==> src/sv/atu_pkg.sv <==
package atu_pkg;

  localparam int unsigned DataW     = 16;
  localparam int unsigned FracW     = 8;
  localparam int unsigned DividendW = DataW + FracW;
  localparam int unsigned SumW      = DividendW + 2;
  localparam int unsigned CfgIdxW   = 8;

  localparam logic [CfgIdxW-1:0] RegIncreaseStep = CfgIdxW'(0);
  localparam logic [CfgIdxW-1:0] RegDecreaseStep = CfgIdxW'(1);
  localparam logic [CfgIdxW-1:0] RegUpperLimit   = CfgIdxW'(2);
  localparam logic [CfgIdxW-1:0] RegLowerLimit   = CfgIdxW'(3);

  localparam logic [DataW-1:0] IncreaseStepRst = 16'h0100;
  localparam logic [DataW-1:0] DecreaseStepRst = 16'h000d;
  localparam logic [DataW-1:0] UpperLimitRst   = 16'hc800;
  localparam logic [DataW-1:0] LowerLimitRst   = 16'h0200;

  // payload carried along the divider chain
  typedef struct packed {
    logic [DataW-1:0]     thr;
    logic                 fired;
    logic                 zero;
    logic [DataW-1:0]     div;
    logic [DataW-1:0]     rem;
    logic [DividendW-1:0] dq;   // dividend bits shift out on top, quotient bits in below
  } div_data_t;

  typedef struct packed {
    logic [DataW-1:0] upper;
    logic [DataW-1:0] lower;
  } limits_t;

endpackage

==> src/sv/atu_div_cell.sv <==
module atu_div_cell import atu_pkg::*; (
  input  logic      clk_i,
  input  logic      rst_ni,
  input  logic      en_i,
  input  logic      valid_i,
  input  div_data_t data_i,
  output logic      valid_o,
  output div_data_t data_o
);

  logic      valid_q;
  div_data_t data_q, data_d;
  logic [DataW:0] trial;
  logic [DataW:0] diff;
  logic           qbit;

  always_comb begin
    trial  = {data_i.rem, data_i.dq[DividendW-1]};
    diff   = trial - {1'b0, data_i.div};
    qbit   = (trial >= {1'b0, data_i.div});
    data_d = data_i;
    data_d.rem = qbit ? diff[DataW-1:0] : trial[DataW-1:0];
    data_d.dq  = {data_i.dq[DividendW-2:0], qbit};
  end

  always_ff @(posedge clk_i or negedge rst_ni) begin
    if (!rst_ni) begin
      valid_q <= 1'b0;
    end else if (en_i) begin
      valid_q <= valid_i;
    end
  end

  always_ff @(posedge clk_i) begin
    if (en_i) begin
      data_q <= data_d;
    end
  end

  assign valid_o = valid_q;
  assign data_o  = data_q;

endmodule

==> src/sv/atu_clamp.sv <==
module atu_clamp import atu_pkg::*; (
  input  logic             clk_i,
  input  logic             rst_ni,
  input  logic             en_i,
  input  logic             valid_i,
  input  div_data_t        data_i,
  input  limits_t          limits_i,
  output logic             valid_o,
  output logic [DataW-1:0] thr_o
);

  logic             valid_q;
  logic [DataW-1:0] thr_q, thr_d;
  logic signed [SumW-1:0] sum;
  logic signed [SumW-1:0] lo_s, hi_s;
  logic signed [SumW-1:0] clamped;

  always_comb begin
    lo_s = $signed({{(SumW-DataW){1'b0}}, limits_i.lower});
    hi_s = $signed({{(SumW-DataW){1'b0}}, limits_i.upper});
    if (data_i.fired) begin
      sum = $signed({{(SumW-DataW){1'b0}}, data_i.thr})
          + $signed({{(SumW-DividendW){1'b0}}, data_i.dq});
    end else begin
      sum = $signed({{(SumW-DataW){1'b0}}, data_i.thr})
          - $signed({{(SumW-DividendW){1'b0}}, data_i.dq});
    end
    clamped = (sum < lo_s) ? lo_s : sum;
    clamped = (clamped > hi_s) ? hi_s : clamped;
    if (data_i.zero) begin
      thr_d = data_i.fired ? limits_i.upper : limits_i.lower;
    end else begin
      thr_d = clamped[DataW-1:0];
    end
  end

  always_ff @(posedge clk_i or negedge rst_ni) begin
    if (!rst_ni) begin
      valid_q <= 1'b0;
    end else if (en_i) begin
      valid_q <= valid_i;
    end
  end

  always_ff @(posedge clk_i) begin
    if (en_i) begin
      thr_q <= thr_d;
    end
  end

  assign valid_o = valid_q;
  assign thr_o   = thr_q;

endmodule

==> src/sv/adaptive_threshold_update.sv <==
// Channel | Dir | Signals                          | Content
// s_axis  | in  | tvalid tready tdata[31:0] tuser  | threshold_in, min_distance; fired
// m_axis  | out | tvalid tready tdata[15:0]        | threshold_out
// cfg     | in  | cfg_valid cfg_ready index data   | step and limit registers
//
// One item per cycle while the output is not stalled; 24 restoring divider cells, one quotient
// bit each, then the add/clamp output register.
// Reset clears all valid bits and loads the register defaults.
// A stalled output freezes the whole chain; s_axis_tready falls in the same cycle.
module adaptive_threshold_update import atu_pkg::*; (
  input  logic                  clk_i,
  input  logic                  rst_ni,
  input  logic                  s_axis_tvalid,
  output logic                  s_axis_tready,
  input  logic [2*DataW-1:0]    s_axis_tdata,   // threshold_in, min_distance
  input  logic                  s_axis_tuser,   // fired
  output logic                  m_axis_tvalid,
  input  logic                  m_axis_tready,
  output logic [DataW-1:0]      m_axis_tdata,   // threshold_out
  input  logic                  cfg_valid_i,
  output logic                  cfg_ready_o,
  input  logic [CfgIdxW-1:0]    cfg_index_i,
  input  logic [DataW-1:0]      cfg_data_i
);

  logic [DataW-1:0] inc_step_q, dec_step_q;
  limits_t          limits_q;
  logic             en;

  logic      valid_c [DividendW+1];
  div_data_t data_c  [DividendW+1];

  assign cfg_ready_o = 1'b1;

  always_ff @(posedge clk_i or negedge rst_ni) begin
    if (!rst_ni) begin
      inc_step_q     <= IncreaseStepRst;
      dec_step_q     <= DecreaseStepRst;
      limits_q.upper <= UpperLimitRst;
      limits_q.lower <= LowerLimitRst;
    end else if (cfg_valid_i) begin
      unique case (cfg_index_i)
        RegIncreaseStep: inc_step_q     <= cfg_data_i;
        RegDecreaseStep: dec_step_q     <= cfg_data_i;
        RegUpperLimit:   limits_q.upper <= cfg_data_i;
        RegLowerLimit:   limits_q.lower <= cfg_data_i;
        default: ;
      endcase
    end
  end

  assign en            = !m_axis_tvalid || m_axis_tready;
  assign s_axis_tready = en;

  always_comb begin
    valid_c[0]       = s_axis_tvalid;
    data_c[0].thr    = s_axis_tdata[DataW-1:0];
    data_c[0].fired  = s_axis_tuser;
    data_c[0].div    = s_axis_tdata[2*DataW-1:DataW];
    data_c[0].zero   = (s_axis_tdata[2*DataW-1:DataW] == '0);
    data_c[0].rem    = '0;
    data_c[0].dq     = {(s_axis_tuser ? inc_step_q : dec_step_q), {FracW{1'b0}}};
  end

  for (genvar g = 0; g < DividendW; g++) begin : g_cell
    atu_div_cell u_cell (
      .clk_i   (clk_i),
      .rst_ni  (rst_ni),
      .en_i    (en),
      .valid_i (valid_c[g]),
      .data_i  (data_c[g]),
      .valid_o (valid_c[g+1]),
      .data_o  (data_c[g+1])
    );
  end

  atu_clamp u_clamp (
    .clk_i    (clk_i),
    .rst_ni   (rst_ni),
    .en_i     (en),
    .valid_i  (valid_c[DividendW]),
    .data_i   (data_c[DividendW]),
    .limits_i (limits_q),
    .valid_o  (m_axis_tvalid),
    .thr_o    (m_axis_tdata)
  );

`ifndef SYNTHESIS
  a_stall_blocks_input: assert property (@(posedge clk_i) disable iff (!rst_ni)
    (m_axis_tvalid && !m_axis_tready) |-> !s_axis_tready)
    else $error("input accepted during output stall");

  a_out_in_limits: assert property (@(posedge clk_i) disable iff (!rst_ni)
    (m_axis_tvalid && (limits_q.lower <= limits_q.upper)) |->
      (m_axis_tdata >= limits_q.lower) && (m_axis_tdata <= limits_q.upper))
    else $error("threshold outside limits");

  a_rem_below_div: assert property (@(posedge clk_i) disable iff (!rst_ni)
    (valid_c[DividendW] && !data_c[DividendW].zero) |->
      (data_c[DividendW].rem < data_c[DividendW].div))
    else $error("divider remainder not reduced");
`endif

endmodule

==> config.mk <==
export PLATFORM = sky130hd
export DESIGN_NAME = adaptive_threshold_update
export DESIGN_NICKNAME = d
export VERILOG_FILES = /design/src/sv/atu_pkg.sv /design/src/sv/atu_div_cell.sv /design/src/sv/atu_clamp.sv /design/src/sv/adaptive_threshold_update.sv
export SDC_FILE = /design/constraint.sdc
export NUM_CORES = 2
export LEC_CHECK = 0
export ABC_CLOCK_PERIOD_IN_PS = 272100
export BUFFER_PORTS_ARGS = -buffer_cell sky130_fd_sc_hd__buf_4
export CAP_MARGIN = 20
export CORE_ASPECT_RATIO = 0.8
export CORE_MARGIN = 2
export CORE_UTILIZATION = 37
export CTS_CLUSTER_SIZE = 25
export DETAILED_ROUTE_END_ITERATION = 8
export GPL_TIMING_DRIVEN = 0
export RECOVER_POWER = 50
export SYNTH_ARGS = -nofsm -noshare
export SYNTH_HDL_FRONTEND = slang
export SYNTH_HIERARCHICAL = 1
export SYNTH_SLANG_ARGS = --single-unit
==> constraint.sdc <==
create_clock -name clk_i -period 272.1 [get_ports clk_i]
set_input_delay 81.63 -clock clk_i [delete_from_list [all_inputs] [get_ports clk_i]]
set_output_delay 81.63 -clock clk_i [all_outputs]
set_load 0.01 [all_outputs]
==> summary.md <==
| Metric | Value |
|---|---|
| Status | `finished, violations left` |
| Violated checks | `capacitance limit, slew limit` |
| Placed insts | `9471` |
| Achievable Freq | `5.98 MHz` |
| Worst-Margin Slew | `about 3.5 ns` |
| Share of cells above drive strength 1 | `10.9%` |
| Post-route ant nets | `0` |
| Via count | `between 40000 and 50000` |
| Reg-to-reg startpoint | `g_cell[23].u_cell/data_o[57]` |
| Post-cts sizing count | `0` |
| Drt first-iter violations | `~4200` |
| Syn_area_per_cell | `14.3 um2` |
| Synth warn | `6` |
| Hold_buf cts | `0` |
| Reg2reg end | `u_clamp/thr_o[4]` |
| RSZ-0062 raised after global routing | `false` |
| Initial antenna violation count | `8` |
| Vias in the first global route | `47600` |
| Rows | `160` |
| First-pass GRT wire length | `roughly 270000 um` |
| DIE HEIGHT | `440 um` |
| Number of port buffers | `a little under 80` |
| Register-to-register setup slack | `between 200 and 300 ns` |
| DRC viols | `0` |
| First-pass DRT Iterations | `6` |
| H-tree Lvls | `4` |
| Setup CP Type | `in2out` |
| Core area | `between 0.2 and 0.25 mm2` |
| Worst Hold Depth | `0` |
| GRT overflow | `0` |
| Fillers | `between 20000 and 25000` |
| Critical Path End Type | `primary output` |
| Nets | `between 7000 and 8000` |
| Clock Latency Late Sink | `0.85 ns` |
| HPWL after detailed placement | `~120000 um` |
| HP Start | `g_cell[22].u_cell/data_o[72]` |
| Cell count after synthesis | `6165` |
| Ports | `81` |
| Crit path time final | `167.31 ns` |
| Data arrival time of the worst path | `85.68 ns` |
| Clock tree buffer depth | `4` |
| Setup Fix Bufs, Post-CTS | `0` |
| CP Max Fanout | `71` |
| WL final | `170000 um` |
| Startpoint Class | `input port` |
| Root Buffer | `clkbuf_16` |
| Commonest non-fill, non-tap cell in the layout | `edfxtp_1` |
| Final setup vio count | `0` |
| Hold Path Class | `reg2reg` |
| CTS Buf Count | `~190` |
| Relative slew margins | `-131%` |
| Hold slack | `roughly 0.38 ns` |
| Most frequent cells in the layout | `edfxtp_1 (1760), inv_1 (639), ha_1 (448), nand2_1 (282), a21oi_1 (265)` |
| Total track usage | `~14%` |
| Fin crit share | `between 60% and 70%` |
| Die footprint | `0.242 mm2` |
| WP data required | `~190 ns` |
| Starting Density | `a little under two fifths` |
| TritonCTS clock tree | `yes` |
| Vias per cell | `between 5 and 6` |
| Layout overhead on the synthesized area | `11.6%` |
| Mapped cell area | `0.0879 mm2` |
| Endpoints failing hold | `0` |
| Worst r2r path cells | `33` |
| Clock sink count | `between 1500 and 2000` |
| Setup_tns | `0 ns` |
| Max Cap Violations | `8` |
| Avg WL per Cell | `17.3 um` |
| Final Instance Count excl. Fillers | `around 9800` |
| Final Wtd Congestion | `~0.87` |
| Worst clock skew | `roughly 0.064 ns` |
| Die width | `549 um` |
| Worst-path clk slew | `about 0.060 ns` |
| Hold endpoint | `g_cell[23].u_cell/data_o[72]` |
| Largest net degree at the start of global routing | `90` |
| Max Slew Vio Count | `between 150 and 200` |
per-stage QoR:
step / cell area [um2] / setup WS, ns / util, %
finish: 98100 / 104.79 / 41.4
global route: 98100 / 104.37 / 41.4
CTS: 99500 / 106.10 / 42.0
detailed placement: 93400 / 106.10 / 39.4
global placement: 92600 / 46.34 / 39.1
floorplan: 88000 / 66.39 / -
area by class of cell:
class	count	area, um2	share of cell area [%]
flip-flops and latches	1849	55100	56.1
plain buffers	173	877	0.894
inverters	657	2490	2.54
multi-input cells	3525	28300	28.8
clock inverters	116	1160	1.19
well taps	3159	3950	4.03
clock buffers	221	4940	5.04
diodes	1	2.50	0.00255
repair buffers	109	1320	1.34
state kept, by name, summed over array words and instances, names as in the netlist:
name	cells
g_cell.u_cell/data_o	1744
limits_q	32
g_cell.u_cell/valid_o	24
dec_step_q	16
inc_step_q	16
u_clamp/thr_o	16
u_clamp/valid_o	1
worst max path at each step:
stage	slack (ns)	end	depth (start not counted)	from
2_1_floorplan	66.39	s_axis_tready	1	m_axis_tready
3_3_place_gp	46.34	s_axis_tready	3	m_axis_tready
3_5_place_dp	106.10	s_axis_tready	8	m_axis_tready
4_1_cts	106.10	s_axis_tready	8	m_axis_tready
5_1_grt	104.37	s_axis_tready	8	m_axis_tready
6_report	104.79	s_axis_tready	8	m_axis_tready
per-layer routing:
metal  track usage, %  share of wire [%]  vias to the layer above
li1                 -                  -                    23900
met1             20.4                 49                    24000
met2             21.1                 44                     1057
met3             2.22                4.8                      268
met4             3.68                2.3                        0
met5                0                  0                        -
worst max-delay path, cell delays in order:
cell and delay, ns:
clkbuf_4 0.10, nand2b_1 1.99, buf_16 0.34, buf_16 0.29, buf_16 0.34, buf_16 0.33, buf_12 0.28, buf_4 0.18
Power is not shown: default switching activity piles up to over one toggle a cycle in this logic, so the estimate is an artifact.
